File: config.mk
export PLATFORM = sky130hd
export DESIGN_NAME = cbh_front
export DESIGN_NICKNAME = d
export VERILOG_FILES = /design/src/hw/rtl/cbh_pkg.sv /design/src/hw/rtl/cbh_front.sv
export SDC_FILE = /design/constraint.sdc
export NUM_CORES = 2
export LEC_CHECK = 0
export BUFFER_PORTS_ARGS = -buffer_cell sky130_fd_sc_hd__buf_2
export CORE_AREA = 2 2 417 419
export CTS_CLUSTER_DIAMETER = 80
export DETAILED_ROUTE_END_ITERATION = 7
export DIE_AREA = 0 0 419 421
export PLACE_DENSITY_LB_ADDON = 0.25
export SLEW_MARGIN = 40
export SYNTH_ARGS = -nofsm -noshare
export SYNTH_HDL_FRONTEND = slang
export SYNTH_SLANG_ARGS = --single-unit
File: constraint.sdc
create_clock -name clk -period 24 [get_ports clk]
set_clock_uncertainty 0.2 [all_clocks]
set_input_delay 4.8 -clock clk [delete_from_list [all_inputs] [get_ports clk]]
set_output_delay 4.8 -clock clk [all_outputs]
set_load 0.1 [all_outputs]
File: src/hw/rtl/cbh_pkg.sv
// ----------------------------------------------------------------------------
// cbh_pkg
// Types, constants and bucket-pick helper shared by the bucket hash pipeline.
// ----------------------------------------------------------------------------
`timescale 1ns / 1ps

package cbh_pkg;

  localparam int unsigned DIV_CELLS = 64;
  localparam int unsigned LATENCY   = DIV_CELLS + 4;

  localparam logic [31:0] NARROW_LIMIT = 32'd32768;
  localparam logic [31:0] WIDE_LIMIT   = 32'h8000_0000;

  localparam logic REG_WIDE_MODE    = 1'b0;
  localparam logic REG_BUCKET_COUNT = 1'b1;

  typedef struct packed {
    logic        err;
    logic        zero_out;
    logic        fits;
    logic [4:0]  k;
    logic [30:0] cand;
    logic [30:0] alt;
  } side_t;

  // Power-of-two scheme for 2^p buckets.
  function automatic logic [30:0] pow2_pick(logic [31:0] a, logic [31:0] b,
                                            logic [31:0] c, logic [4:0] p);
    logic [32:0] m;
    logic [31:0] cbits;
    logic [31:0] top;
    logic [31:0] pick;
    logic [31:0] r;
    m     = (33'd1 << p) - 33'd1;
    cbits = c & m[31:0];
    top   = 32'd0;
    for (int i = 0; i < 32; i++) begin
      if (cbits[i]) top = 32'd1 << i;
    end
    pick = (^cbits) ? b : a;
    if (cbits < 32'd2) r = cbits;
    else r = top | (pick & (top - 32'd1));
    return r[30:0];
  endfunction

endpackage

File: src/hw/rtl/cbh_front.sv
// ----------------------------------------------------------------------------
// cbh_front
// Splits the key, finds k, runs the power-of-two picks, packs the upper key
// bits and forms the modulus cand*(cand+1) over three register stages.
// ----------------------------------------------------------------------------
`timescale 1ns / 1ps

module cbh_front import cbh_pkg::*; (
  input  logic        clk,
  input  logic        rst,
  input  logic        in_valid,
  input  logic [63:0] key_low,
  input  logic [63:0] key_high,
  input  logic        wide_mode,
  input  logic [31:0] bucket_count,
  output logic        out_valid,
  output side_t       out_side,
  output logic [63:0] out_dvd,
  output logic [63:0] out_div
);

  // stage A
  logic        va;
  logic        err_a;
  logic        one_a;
  logic        wide_a;
  logic [4:0]  k_a;
  logic [31:0] a_a, b_a, c_a, d_a;
  logic [31:0] nm1;
  logic [4:0]  k_next;
  logic        err_next;

  always_comb begin
    nm1    = bucket_count - 32'd1;
    k_next = 5'd0;
    for (int i = 0; i < 31; i++) begin
      if (nm1[i]) k_next = 5'(i + 1);
    end
    err_next = (bucket_count == 32'd0) ||
               (bucket_count > (wide_mode ? WIDE_LIMIT : NARROW_LIMIT));
  end

  always_ff @(posedge clk) begin
    if (rst) begin
      va <= 1'b0;
    end else begin
      va <= in_valid;
    end
    err_a  <= err_next;
    one_a  <= (bucket_count == 32'd1);
    wide_a <= wide_mode;
    k_a    <= k_next;
    if (wide_mode) begin
      a_a <= key_low[31:0];
      b_a <= key_low[63:32];
      c_a <= key_high[31:0];
      d_a <= key_high[63:32];
    end else begin
      a_a <= {16'd0, key_low[15:0]};
      b_a <= {16'd0, key_low[31:16]};
      c_a <= {16'd0, key_low[47:32]};
      d_a <= {16'd0, key_low[63:48]};
    end
  end

  // stage B
  logic        vb;
  side_t       side_b;
  logic [63:0] pack_b;
  logic [30:0] cand_next;
  logic [5:0]  sh;
  logic [31:0] lead;
  logic [63:0] pk;
  logic [4:0]  km1;

  always_comb begin
    km1       = k_a - 5'd1;
    cand_next = pow2_pick(a_a, b_a, c_a, k_a);
    sh        = (wide_a ? 6'd32 : 6'd16) - {1'b0, k_a};
    lead      = (d_a << sh) | (c_a >> k_a);
    pk        = {32'd0, lead} << (sh + 6'd1);
    pk        = pk | {32'd0, b_a >> km1};
    pk        = pk << (sh + 6'd1);
    pk        = pk | {32'd0, a_a >> km1};
  end

  always_ff @(posedge clk) begin
    if (rst) begin
      vb <= 1'b0;
    end else begin
      vb <= va;
    end
    side_b.err      <= err_a;
    side_b.zero_out <= err_a | one_a;
    side_b.fits     <= ({1'b0, cand_next} < bucket_count);
    side_b.k        <= k_a;
    side_b.cand     <= cand_next;
    side_b.alt      <= pow2_pick(a_a, b_a, c_a, km1);
    pack_b          <= pk;
  end

  // stage C
  always_ff @(posedge clk) begin
    if (rst) begin
      out_valid <= 1'b0;
    end else begin
      out_valid <= vb;
    end
    out_side <= side_b;
    out_dvd  <= pack_b;
    out_div  <= {33'd0, side_b.cand} * ({33'd0, side_b.cand} + 64'd1);
  end

endmodule

==> metrics.md <==
| Metric | Value |
|---|---|
| Routability congestion estimate | `1.04` |
| Status | `complete, no violations` |
| TritonCTS Buffers | `59` |
| Reg2reg start | `side_b[31]` |
| I/O pin count | `363` |
| Worst-path fanout max | `43` |
| Vias/cell | `5.90` |
| I/O Buffers | `360` |
| Hold Vio Cnt, Final | `0` |
| Worst Path Buf+Inv | `9` |
| Die Width | `419 µm` |
| Wire per inst | `26.6 µm` |
| Post-Layout Cell Count | `10,200` |
| Number of synthesized flops with an enable pin | `0` |
| Core ar. | `172,000 µm²` |
| DR vias | `60,400` |
| CP top delay family | `adder cells` |
| Max-slew violations | `0` |
| Worst path most repeated cell | `fa_1` |
| Clk buf depth | `3` |
| Worst Path Required | `24.47 ns` |
| Tcrit/Tclk final | `0.493` |
| Seq/Total Area, Yosys | `0.138` |
| Fin crit period | `between 10 and 15 ns` |
| First-pass GRT wire length | `404 mm` |
| Hold Path Class | `register to register` |
| HPWL Detailed | `214 mm` |
| Post-synth top flop | `dfxtp_1` |
| Distinct cells, synth | `approximately 120` |
| Setup bufs post-CTS | `0` |
| Slew HR | `0.331` |
| Yosys warning count | `0` |
| FMAX | `84.4 MHz` |
| Initial Utilization | `0.396` |
| H-tree lvl count | `2` |
| Share of post-route cells with drive strength above 1 | `0.125` |
| Most frequent cells in the layout | `1,074 x inv_1, 866 x fa_1, 752 x nand2b_1, 464 x nand2_1, 460 x dfxtp_1` |
| Grt ovf | `0` |
| Placed insts | `approximately 10,000` |
| Clock root buffer | `clkbuf_16` |
| Finish-stage setup viols | `0` |
| Final WL | `272 mm` |
| Worst-Margin Slew | `1.00 ns` |
| CTS tree | `yes` |
| Commonest non-fill, non-tap cell in the layout | `inv_1` |
| Crit path max-delay cell type | `a211oi_1` |
| Final core utilization | `0.432` |
| Largest net degree at the start of global routing | `154` |
| DRC errors left | `0` |
| Worst path arrival time | `12.31 ns` |
| Nets | `9,290` |
| Area Growth Syn to Fin | `9.18%` |
| Die area | `approximately 180,000 µm²` |
| Crit. Startpoint | `side_b[31]` |
| Setup TNS | `0 ns` |
| Total GRT Usage | `0.305` |
| Drt initial violations | `between 5,000 and 6,000` |
| Vias in the first global route | `just over 60,000` |
| Hold path cells | `0` |
| Routed Antenna Nets | `0` |
| Worst-path clk slew | `around 0.06 ns` |
| Mapped Cells | `7,784` |
| Initial antenna violation count | `19` |
| Clock Sink Count | `469` |
| Startpoint Class | `register` |
| Max_cap viols | `0` |
| Mapped Avg Cell Area | `8.77 µm²` |
| Reg2Reg Setup Slack | `12.16 ns` |
| Crit end category | `register` |
| DIE HEIGHT | `421 µm` |
| R2R Path End | `out_div[61]` |
| Post-CTS sizing | `0` |
| R2R depth | `40` |
| Critical path type | `register to register` |
| CP Depth | `40` |
| Mapped cell area | `~68,000 µm²` |
| Slowest cell delay on critical path | `0.71 ns` |
| Worst-skew pair later-pin latency | `0.75 ns` |
| First-pass DRT Iterations | `7` |
| Critical path capture point | `out_div[61]` |
| Hold Buf Count CTS | `0` |
| Yosys reg bits | `between 400 and 500` |
| Async set-reset flop share out of synthesis | `0` |
| Unrepaired setup endpoints after global routing | `false` |
| Row count | `153` |
-- cell usage after synthesis (48+ instances only) --
| cell | count | area, µm² |
|---|---|---|
| o21ai_0 | 204 | 1020 |
| a22oi_1 | 60 | 450 |
| nand2b_1 | 753 | 4710 |
| a211oi_1 | 71 | 533 |
| mux2i_1 | 205 | 2050 |
| o22ai_1 | 73 | 457 |
| fa_1 | 866 | 17300 |
| o221ai_1 | 48 | 420 |
| a21o_1 | 63 | 473 |
| nand3_1 | 136 | 681 |
| xnor2_1 | 96 | 841 |
| mux4_2 | 83 | 1870 |
| o21ai_1 | 52 | 260 |
| inv_1 | 1074 | 4030 |
| dfxtp_1 | 469 | 9390 |
| buf_2 | 56 | 280 |
| o211ai_1 | 86 | 646 |
| ha_1 | 408 | 5100 |
| nor2b_1 | 237 | 1480 |
| and2_1 | 108 | 676 |
| nor3_1 | 112 | 561 |
| a21oi_1 | 255 | 1280 |
| and3_1 | 48 | 300 |
| nand2_1 | 465 | 1750 |
| mux2_2 | 123 | 1390 |
| clkbuf_1 | 378 | 1420 |
| a31oi_1 | 61 | 382 |
| nor2_1 | 338 | 1270 |
-- stage by stage --
step	area [µm²]	hold WS [ns]	setup slack (ns)
floorplan	68300	0.110	14.31
global placement	72100	0.113	12.16
detailed placement	72200	0.112	12.27
CTS	74400	0.0776	12.21
global route	74500	0.0788	11.64
finish	74500	0.0834	12.16
-- how the worst min path moves through the flow --
stage,from,endpoint
floorplan,pack_b[0],out_dvd[0]
detailed placement,pack_b[27],out_dvd[27]
finish,side_b[14],out_side[14]
CTS,side_b[14],out_side[14]
global route,side_b[14],out_side[14]
global placement,side_b[65],out_side[65]
-- flip-flops by register name (all words and copies together) (netlist names) --
signal	cells
out_dvd	64
side_b	70
err_a	1
pack_b	64
wide_a	1
out_side	70
c_a	32
b_a	32
vb	1
one_a	1
va	1
k_a	5
out_div	62
d_a	32
a_a	32
out_valid	1
-- final cells by class --
cell class / count / area (µm²)
multi-input combinational: 5738 / 53000
inverter: 1081 / 4060
tap: 2325 / 2910
sequential: 469 / 9400
clock buffer: 70 / 1560
antenna: 9 / 22.5
fill: 17200 / 98000
timing repair buffer: 503 / 2920
clock inverter: 41 / 617
-- metal layers --
metal	routed length (µm)	track usage	vias to the layer above	share of wire
met5	50	0	-	0.00018
met4	22100	0.203	8	0.081
met3	20900	0.0567	815	0.077
met2	128000	0.504	3018	0.47
met1	101000	0.361	30200	0.37
li1	-	-	26300	-
-- cell families (layout without fill, tap and decap cells) --
kind of cell | Yosys count | in the layout | share of synthesized area
AOI/OAI and AO/OA | 1493 | 1493 | 0.156
xor gates and xnor gates | 123 | 123 | 0.0158
adders and majority gates | 1274 | 1274 | 0.329
buffers and inverters | 1578 | 1695 | 0.0900
DFF | 469 | 469 | 0.138
muxes | 420 | 420 | 0.0796
other | 1 | 11 | 0.0000549
and+or+nand+nor | 2426 | 2426 | 0.192
Power is not shown: default switching activity piles up to over one toggle a cycle in this logic, so the estimate is an artifact.
