**src/hw/rtl/cbh_pkg.sv**
```systemverilog
// ----------------------------------------------------------------------------
// cbh_pkg
// Types, constants and bucket-pick helper shared by the bucket hash pipeline.
// ----------------------------------------------------------------------------
`timescale 1ns / 1ps

package cbh_pkg;

  localparam int unsigned DIV_CELLS = 64;
  localparam int unsigned LATENCY   = DIV_CELLS + 4;

  localparam logic [31:0] NARROW_LIMIT = 32'd32768;
  localparam logic [31:0] WIDE_LIMIT   = 32'h8000_0000;

  localparam logic REG_WIDE_MODE    = 1'b0;
  localparam logic REG_BUCKET_COUNT = 1'b1;

  typedef struct packed {
    logic        err;
    logic        zero_out;
    logic        fits;
    logic [4:0]  k;
    logic [30:0] cand;
    logic [30:0] alt;
  } side_t;

  // Power-of-two scheme for 2^p buckets.
  function automatic logic [30:0] pow2_pick(logic [31:0] a, logic [31:0] b,
                                            logic [31:0] c, logic [4:0] p);
    logic [32:0] m;
    logic [31:0] cbits;
    logic [31:0] top;
    logic [31:0] pick;
    logic [31:0] r;
    m     = (33'd1 << p) - 33'd1;
    cbits = c & m[31:0];
    top   = 32'd0;
    for (int i = 0; i < 32; i++) begin
      if (cbits[i]) top = 32'd1 << i;
    end
    pick = (^cbits) ? b : a;
    if (cbits < 32'd2) r = cbits;
    else r = top | (pick & (top - 32'd1));
    return r[30:0];
  endfunction

endpackage

```
**src/hw/rtl/cbh_div_cell.sv**
```systemverilog
// ----------------------------------------------------------------------------
// cbh_div_cell
// One restoring step of the remainder chain: take in one dividend bit,
// subtract the modulus when it fits, hand on to the next cell.
// ----------------------------------------------------------------------------
`timescale 1ns / 1ps

module cbh_div_cell import cbh_pkg::*; (
  input  logic        clk,
  input  logic        rst,
  input  logic        in_valid,
  input  side_t       in_side,
  input  logic [63:0] in_rem,
  input  logic [63:0] in_dvd,
  input  logic [63:0] in_div,
  output logic        out_valid,
  output side_t       out_side,
  output logic [63:0] out_rem,
  output logic [63:0] out_dvd,
  output logic [63:0] out_div
);

  logic [63:0] trial;

  assign trial = {in_rem[62:0], in_dvd[63]};

  always_ff @(posedge clk) begin
    if (rst) begin
      out_valid <= 1'b0;
    end else begin
      out_valid <= in_valid;
    end
    out_side <= in_side;
    out_rem  <= (trial >= in_div) ? trial - in_div : trial;
    out_dvd  <= {in_dvd[62:0], 1'b0};
    out_div  <= in_div;
  end

endmodule

```
**config.mk**
```make
export PLATFORM = sky130hd
export DESIGN_NAME = cbh_div_cell
export DESIGN_NICKNAME = d
export VERILOG_FILES = /design/src/hw/rtl/cbh_pkg.sv /design/src/hw/rtl/cbh_div_cell.sv
export SDC_FILE = /design/constraint.sdc
export NUM_CORES = 1
export LEC_CHECK = 0
export BUFFER_PORTS_ARGS = -buffer_cell sky130_fd_sc_hd__buf_2
export CAP_MARGIN = 20
export CELL_PAD_IN_SITES_DETAIL_PLACEMENT = 2
export CELL_PAD_IN_SITES_GLOBAL_PLACEMENT = 2
export CORE_MARGIN = 4
export CORE_UTILIZATION = 26
export DETAILED_ROUTE_END_ITERATION = 8
export HOLD_SLACK_MARGIN = 0.08
export PLACE_DENSITY_LB_ADDON = 0.1
export REMOVE_ABC_BUFFERS = 1
export SYNTH_ARGS = -nofsm -noshare
export SYNTH_HDL_FRONTEND = slang
export SYNTH_SLANG_ARGS = --single-unit
```
**constraint.sdc**
```tcl
create_clock -name clk -period 4.5 [get_ports clk]
set_clock_uncertainty 0.05 [all_clocks]
set_input_delay 0.9 -clock clk [delete_from_list [all_inputs] [get_ports clk]]
set_output_delay 0.9 -clock clk [all_outputs]
set_load 0.05 [all_outputs]
```
==> reports/qor.yml, run 1 <==
synthesis:
  synthTopCellsByCount: "dfxtp_1, a21oi_1, inv_1"
  synth.ff_latch_count: 262
  synth_area_leaders: "dfxtp_1, ha_1, mux2_1, a21oi_1, xnor2_1"
  ys.flop_type: "dfxtp_1"
  avgSynthCellArea_um2: 9.93
  synthMostInstantiatedCell: "dfxtp_1"
  synth-edff-count: 0
  async_reset_ff_frac: 0
  synth_top_area_frac: 0.510
  ys_seq_area_frac: 0.510
  yosysWarnings: 0
  netlist_instances: 1035
  synth_cell_types: 60
  synth_area_mm2: 0.0103
  synth_top_area_cell: "dfxtp_1"
floorplan:
  rows: 72
  die_w_um: 207
  initial_core_util: 0.265
  fp.dieArea_mm2: 0.0428
  num_io_pins: 528
  die_h_um: 207
  core_area_mm2: 0.0388
power_and_ir_drop:
  irDropWorstVdd_v: 0.000224
  internal-power_uw: 4510
  power_frac_comb: 0.273
  seqPwrFrac: 0.369
  sw_frac_of_total: 0.350
  clkPwrFrac: 0.358
  powerDensity_mw_per_mm2: 481
  p_leak_uw: 0.00708
  p_switching_uw: 2440
drt:
  firstDrtPassIters: 4
  vias: 9701
  drc_errors: 0
  routedWlPerCell_um: 22.5
  ant_nets: 0
  wl_um: 47500
  drt_iter0_drc: 308
  vias_per_cell: 4.60
layout:
  fin_nets: 1893
  fillers: 4429
  layout-drive-gt1-share: 0.372
  area_growth_pct: 40.7
grt:
  grt_overflow: 0
  grt_max_degree: 45
  grt_pass1_wl_um: 66800
  grt_use_total: 0.207
  grt_pass1_vias: 10500
  antenna_found_initial: 13
timing:
  finalCritPeriodShare: 0.813
  slew_headroom: 0.525
  setup_viol: 0
  holdWs_ns: 0.379
  fmax_mhz: 273
  slew_violations: 0
  hold_violations: 0
  fin_crit_ns: 3.66
  tightest_slew_ns: 0.709
  setup_ws_ns: 0.841
  rsz0062_at_grt: "no"
clocking:
  cts-buffers-inserted: 31
  postCtsSetupRepairBufs: 0
  cts_tree: "built"
  clock-sinks: 262
  ctsHoldBuffers: 0
  clkSlewWorstSetupHoldPaths_ns: 0.06
  cts-htree-levels: 1
  cts-root-buf: "clkbuf_16"
  clockBufferDepth: 3
  post_cts_resized: 0
critical_path:
  cp.required_ns: 4.90
  crit_path_end_kind: "flip-flop"
  arrival_ns: 4.06
  cp_max_fo: 4
  worstSetupPathType: "primary input to flip-flop"
  cp-start-kind: "primary input"
worst_hold_path:
  min_path_type: "primary input to flip-flop"
place:
  dp_slack_ns: 0.248
  globalplace.congestion: 0.795
  hpwl_um: 39900
  portBuffers: 525
job:
  maxCapViolCount: 0
status:
  status: "finished clean"
[layout by cell type, fill, tap and decap left out, types with 21 or more instances in the layout]
cell	count
o21ai_0	35
nand4_1	28
mux2_1	51
ha_1	64
buf_2	525
inv_1	76
xnor2_1	33
nand2_1	71
dfxtp_1	262
a21oi_1	101
nor2_1	64
a21o_1	21
clkbuf_16	31
xor2_1	22
[routing by layer]
metal | global-route usage | wire length, um | up-vias
li1 | - | - | 4661
met1 | 0.235 | 18300 | 4665
met2 | 0.380 | 24300 | 293
met3 | 0.0564 | 3570 | 68
met4 | 0.0581 | 1240 | 14
met5 | 0 | 102 | -
[path summary, 6_finish.rpt]
kind	startpoint	end	slack, ns	cells past startpoint
max	in_dvd[63]	out_rem[48]$_DFF_P_	0.84	13
min	in_dvd[37]	out_dvd[38]$_DFF_P_	0.38	1
[cell type report]
class                      count  area (um2)  share of cell area
clock buffer                  43         871              0.0602
inverter                      76         285              0.0197
clock inverter                14         140             0.00969
antenna                        5        12.5            0.000865
sequential                   262        5250               0.363
multi-input combinational    658        4550               0.315
tap                          518         648              0.0448
timing repair buffer         534        2710               0.187
[logic make-up after synthesis]
family | count (synthesis) | synth area share
compound gates | 240 | 0.143
buf+inv | 115 | 0.0468
other cells | 1 | 0.000365
mux | 52 | 0.0569
simple gates | 245 | 0.116
xor+xnor | 55 | 0.0469
fa+ha+maj | 65 | 0.0799
flops | 262 | 0.510
[worst max-delay path: stages]
cell	delay [ns]
buf_2	0.10
inv_1	0.04
ha_1	0.21
fa_1	0.42
nor2b_1	0.18
o211ai_1	0.12
a21oi_1	0.37
o211ai_1	0.36
a21oi_1	0.37
nor3_1	0.15
o21ai_0	0.40
xor2_1	0.13
mux2_1	0.30
[power by group through the flow]
stage	clock network [uW]	registers, uW	logic [uW]
2_1_floorplan	0	3310	597
3_3_place_gp	0	2610	1900
3_5_place_dp	0	2620	1910
4_1_cts	2580	2570	1920
5_1_grt	2700	2590	2030
6_report	2490	2570	1900
[registers in the layout (all words and copies together) (netlist names)]
register / cells
out_rem: 64
out_side: 70
out_div: 64
out_valid: 1
out_dvd: 63
[metrics by stage]
stage / utilization / power, uW / TNS, ns / instances / instance area (um2)
6_report: 0.372 / 6950 / 0 / 2110 / 14500
5_1_grt: 0.372 / 7320 / 0 / 2107 / 14500
4_1_cts: 0.372 / 7070 / 0 / 2105 / 14400
3_5_place_dp: 0.346 / 4530 / 0 / 2048 / 13400
3_3_place_gp: 0.346 / 4510 / 0 / 2048 / 13400
2_1_floorplan: - / 3910 / -15.33 / 996 / 10100
Note: power is estimated with default switching activity, not from simulation.
==> run 2: changes to the inputs <==
--- a/config.mk
+++ b/config.mk
@@ -5,12 +5,13 @@
 export SDC_FILE = /design/constraint.sdc
 export NUM_CORES = 1
 export LEC_CHECK = 0
+export ABC_AREA = 1
 export BUFFER_PORTS_ARGS = -buffer_cell sky130_fd_sc_hd__buf_2
 export CAP_MARGIN = 20
 export CELL_PAD_IN_SITES_DETAIL_PLACEMENT = 2
 export CELL_PAD_IN_SITES_GLOBAL_PLACEMENT = 2
 export CORE_MARGIN = 4
-export CORE_UTILIZATION = 26
+export CORE_UTILIZATION = 25
 export DETAILED_ROUTE_END_ITERATION = 8
 export HOLD_SLACK_MARGIN = 0.08
 export PLACE_DENSITY_LB_ADDON = 0.1
==> constraint.sdc (replaced) <==
create_clock -name clk -period 3.6 [get_ports clk]
set_clock_uncertainty 0.05 [all_clocks]
set_input_delay 0.72 -clock clk [delete_from_list [all_inputs] [get_ports clk]]
set_output_delay 0.72 -clock clk [all_outputs]
set_load 0.05 [all_outputs]
==> run 2 against run 1 <==
Net effect: cell count up 46%; setup slack better by 0.13 ns; global-route usage increased by 1.9 points; sequential power rose by 25%; non-clock buffer count up 1; wire length up 31%; sequential share of layout area fell by 5.4 points; critical path type unchanged; critical endpoint is now out_rem[59]$_DFF_P_; largest cell class is now multi-input gates.
==> reports/qor.yml, run 2 <==
power_and_ir_drop:
  powerDensity_mw_per_mm2: 542  # was 481 mW/mm2
  p_switching_uw: 3380  # was 2440 uW
  sw_frac_of_total: 0.368  # was 0.350
  p_leak_uw: 0.0101  # was 0.00708 uW
  power_frac_comb: 0.297  # was 0.273
  irDropWorstVdd_v: 0.000345  # was 0.000224 V
  power.total_uw: 9190  # was 6950 uW
  internal-power_uw: 5810  # was 4510 uW
  seqPwrFrac: 0.350  # was 0.369
  clkPwrFrac: 0.353  # was 0.358
synthesis:
  synth-edff-count: 0  # unchanged
  netlist_instances: 1848  # was 1035
  synth_area_leaders: "dfxtp_1, nand2_1, inv_1, ha_1, nor2_1"  # was dfxtp_1, ha_1, mux2_1, a21oi_1, xnor2_1
  ys.flop_type: "dfxtp_1"  # unchanged
  avgSynthCellArea_um2: 6.75  # was 9.93 um2
  synth.ff_latch_count: 262  # unchanged
  ys_seq_area_frac: 0.420  # was 0.510
  yosysWarnings: 0  # unchanged
  synthTopCellsByCount: "nand2_1, inv_1, dfxtp_1"  # was dfxtp_1, a21oi_1, inv_1
  synth_top_area_cell: "dfxtp_1"  # unchanged
  synth_area_mm2: 0.0125  # was 0.0103 mm2
  synth_top_area_frac: 0.420  # was 0.510
  synthMostInstantiatedCell: "nand2_1"  # was dfxtp_1
  synth_cell_types: 32  # was 60
  async_reset_ff_frac: 0  # unchanged
drt:
  firstDrtPassIters: 4  # unchanged
  vias: 13100  # was 9701
  ant_nets: 0  # unchanged
  wl_um: 62400  # was 47500 um
  drc_errors: 0  # unchanged
  routedWlPerCell_um: 20.2  # was 22.5 um
  drt_iter0_drc: 404  # was 308
  vias_per_cell: 4.25  # was 4.60
timing:
  tightest_slew_ns: 0.571  # was 0.709 ns
  setup_tns_ns: 0  # unchanged
  slew_headroom: 0.616  # was 0.525
  hold_violations: 0  # unchanged
  rsz0062_at_grt: "no"  # unchanged
  finalCritPeriodShare: 0.731
  fin_crit_ns: 2.63
  fmax_mhz: 380
  slew_violations: 0  # unchanged
  setup_viol: 0  # unchanged
place:
  hpwl_um: 54200  # was 39900 um
  globalplace.congestion: 0.908  # was 0.795
  portBuffers: 525  # unchanged
  placed_area_mm2: 0.0159  # was 0.0134 mm2
layout:
  area_growth_pct: 36.0  # was 40.7%
  reg_top3: "out_side x70, out_div x64, out_rem x64"  # unchanged
  finalInstanceArea_mm2: 0.0170  # was 0.0145 mm2
  largest_register: "out_side"  # unchanged
  layout_commonest_cell: "nand2_1"  # was buf_2
  final_util: 0.345  # was 0.372
  largest_reg_flops: 70  # unchanged
  fin_nets: 2731  # was 1893
  layout-drive-gt1-share: 0.270  # was 0.372
  layout_common_cells: "nand2_1, buf_2, inv_1, dfxtp_1, nor2_1"  # was buf_2, dfxtp_1, a21oi_1, inv_1, nand2_1
  fillers: 6039  # was 4429
critical_path:
  arrival_ns: 3.09  # was 4.06 ns
  worstSetupPathType: "primary input to flip-flop"  # unchanged
  cp-start-kind: "primary input"  # unchanged
  critical-path-max-stage-delay_ns: 0.40  # was 0.42 ns
  path_common_cell: "nand2_1"
  worstSetupPathDepth: 17  # was 13
  crit_path_end_kind: "flip-flop"  # unchanged
  crit_start: "in_div[31]"  # was in_dvd[63]
  cp.required_ns: 4.06  # was 4.90 ns
  cp-endpoint: "out_rem[59]$_DFF_P_"  # was out_rem[48]$_DFF_P_
  crit_buf_inv: 6  # was 2
  critical_path.top_delay_family: "simple AND/OR/NAND/NOR gates"  # was compound AO/OA/AOI/OAI gates
  cp_max_fo: 34  # was 4
  cp_cell_sequence: "buf_2 > inv_1 > ha_1 > nand2_1 > inv_1 > nand2_1 > nand2_1 > inv_1 > nand2_1 > a21oi_1 > nand3_2 > nand2_2 > nand2_4 > inv_2 > buf_4 > nand2_1 > nand2_1"  # was buf_2 > inv_1 > ha_1 > fa_1 > nor2b_1 > o211ai_1 > a21oi_1 > o211ai_1 > a21oi_1 > nor3_1 > o21ai_0 > xor2_1 > mux2_1
  slowest_stage: "buf_4"  # was fa_1
grt:
  antenna_found_initial: 16  # was 13
  met2_usage: 0.419  # was 0.380
  grt_overflow: 0  # unchanged
  grt_use_total: 0.225  # was 0.207
  grt_pass1_vias: 14400  # was 10500
  busiest_layer: "met2"  # unchanged
  grtUsageMet3: 0.0418  # was 0.0564
  use_met1: 0.271  # was 0.235
  grt_max_degree: 36  # was 45
  grt_pass1_wl_um: 90700  # was 66800 um
worst_hold_path:
  min_path_type: "primary input to flip-flop"  # unchanged
floorplan:
  rows: 81  # was 72
  die_w_um: 231  # was 207 um
  die_h_um: 231  # was 207 um
  core_area_mm2: 0.0492  # was 0.0388 mm2
  num_io_pins: 528  # unchanged
  fp.dieArea_mm2: 0.0536  # was 0.0428 mm2
  initial_core_util: 0.254  # was 0.265
status:
  status: "finished clean"  # unchanged
clocking:
  cts-htree-levels: 1  # unchanged
  clockBufferDepth: 3  # unchanged
  postCtsSetupRepairBufs: 0  # unchanged
  clock-sinks: 262  # unchanged
  ctsHoldBuffers: 0  # unchanged
  clkSlewWorstSetupHoldPaths_ns: 0.06  # about the same
  cts-root-buf: "clkbuf_16"  # unchanged
  post_cts_resized: 0  # unchanged
  cts-buffers-inserted: 30  # was 31
  cts_tree: "built"  # unchanged
job:
  maxCapViolCount: 0  # unchanged
run 2: cell count changes in the layout (fill, tap and decap cells not counted), sizes merged, moves of 9 or more:
cell	delta
a21o	-21
a21oi	-58
inv	+330
mux2	-51
nand2	+697
nand3	+79
nor2	+55
o21a	-9
o21ai	-36
o21bai	-19
xnor2	-32
run 2: cells by family (layout without fill, tap and decap cells):
group,after synthesis,in the layout,share of synthesized area
simple gates,1014,1014,0.337
compound gates,51,51,0.0211
xor+xnor,31,31,0.0218
buf+inv,424,999,0.134
fa+ha+maj,65,65,0.0658
flops,262,262,0.420
other cells,1,5,0.000300
run 2: final cells by class:
cell class | count | area [um2] | share of cell area
multi-input cells | 1162 | 5560 | 0.328
clock inverters | 11 | 201 | 0.0119
clock buffers | 43 | 850 | 0.0501
repair buffers | 535 | 2730 | 0.161
flip-flops and latches | 262 | 5250 | 0.309
inverters | 410 | 1540 | 0.0907
diodes | 4 | 10.0 | 0.000590
well taps | 664 | 831 | 0.0490
run 2: per-layer routing:
| layer | vias to the layer above | wire, um |
|---|---|---|
| li1 | 6546 | - |
| met1 | 6173 | 26100 |
| met2 | 327 | 31500 |
| met3 | 77 | 3490 |
| met4 | 14 | 1240 |
| met5 | - | 98 |
run 2: through the flow:
step,instances,hold slack (ns),setup WS [ns]
final,3091,0.194,0.970
after global routing,3089,0.160,0.707
after CTS,3087,0.156,0.951
after detailed placement,3033,0.774,0.361
after global placement,3033,0.772,0.440
after floorplan,1834,0.698,0.249
run 2: worst min path at each step:
stage	from	endpoint	slack, ns	cells past startpoint
2_1_floorplan	in_div[0]	out_div[0]$_DFF_P_	0.70	0
3_3_place_gp	in_side[26]	out_side[26]$_DFF_P_	0.77	1
3_5_place_dp	in_dvd[8]	out_dvd[9]$_DFF_P_	0.77	1
4_1_cts	in_side[6]	out_side[6]$_DFF_P_	0.16	1
5_1_grt	in_dvd[5]	out_dvd[6]$_DFF_P_	0.16	1
6_report	in_dvd[23]	out_dvd[24]$_DFF_P_	0.19	1
run 2: power by group through the flow:
stage	Combinational, uW	Clock [uW]	Sequential [uW]
after floorplan	898	0	4180
after global placement	2740	0	3280
after detailed placement	2770	0	3280
after CTS	2790	3350	3220
after global routing	2970	3490	3240
final	2730	3240	3220
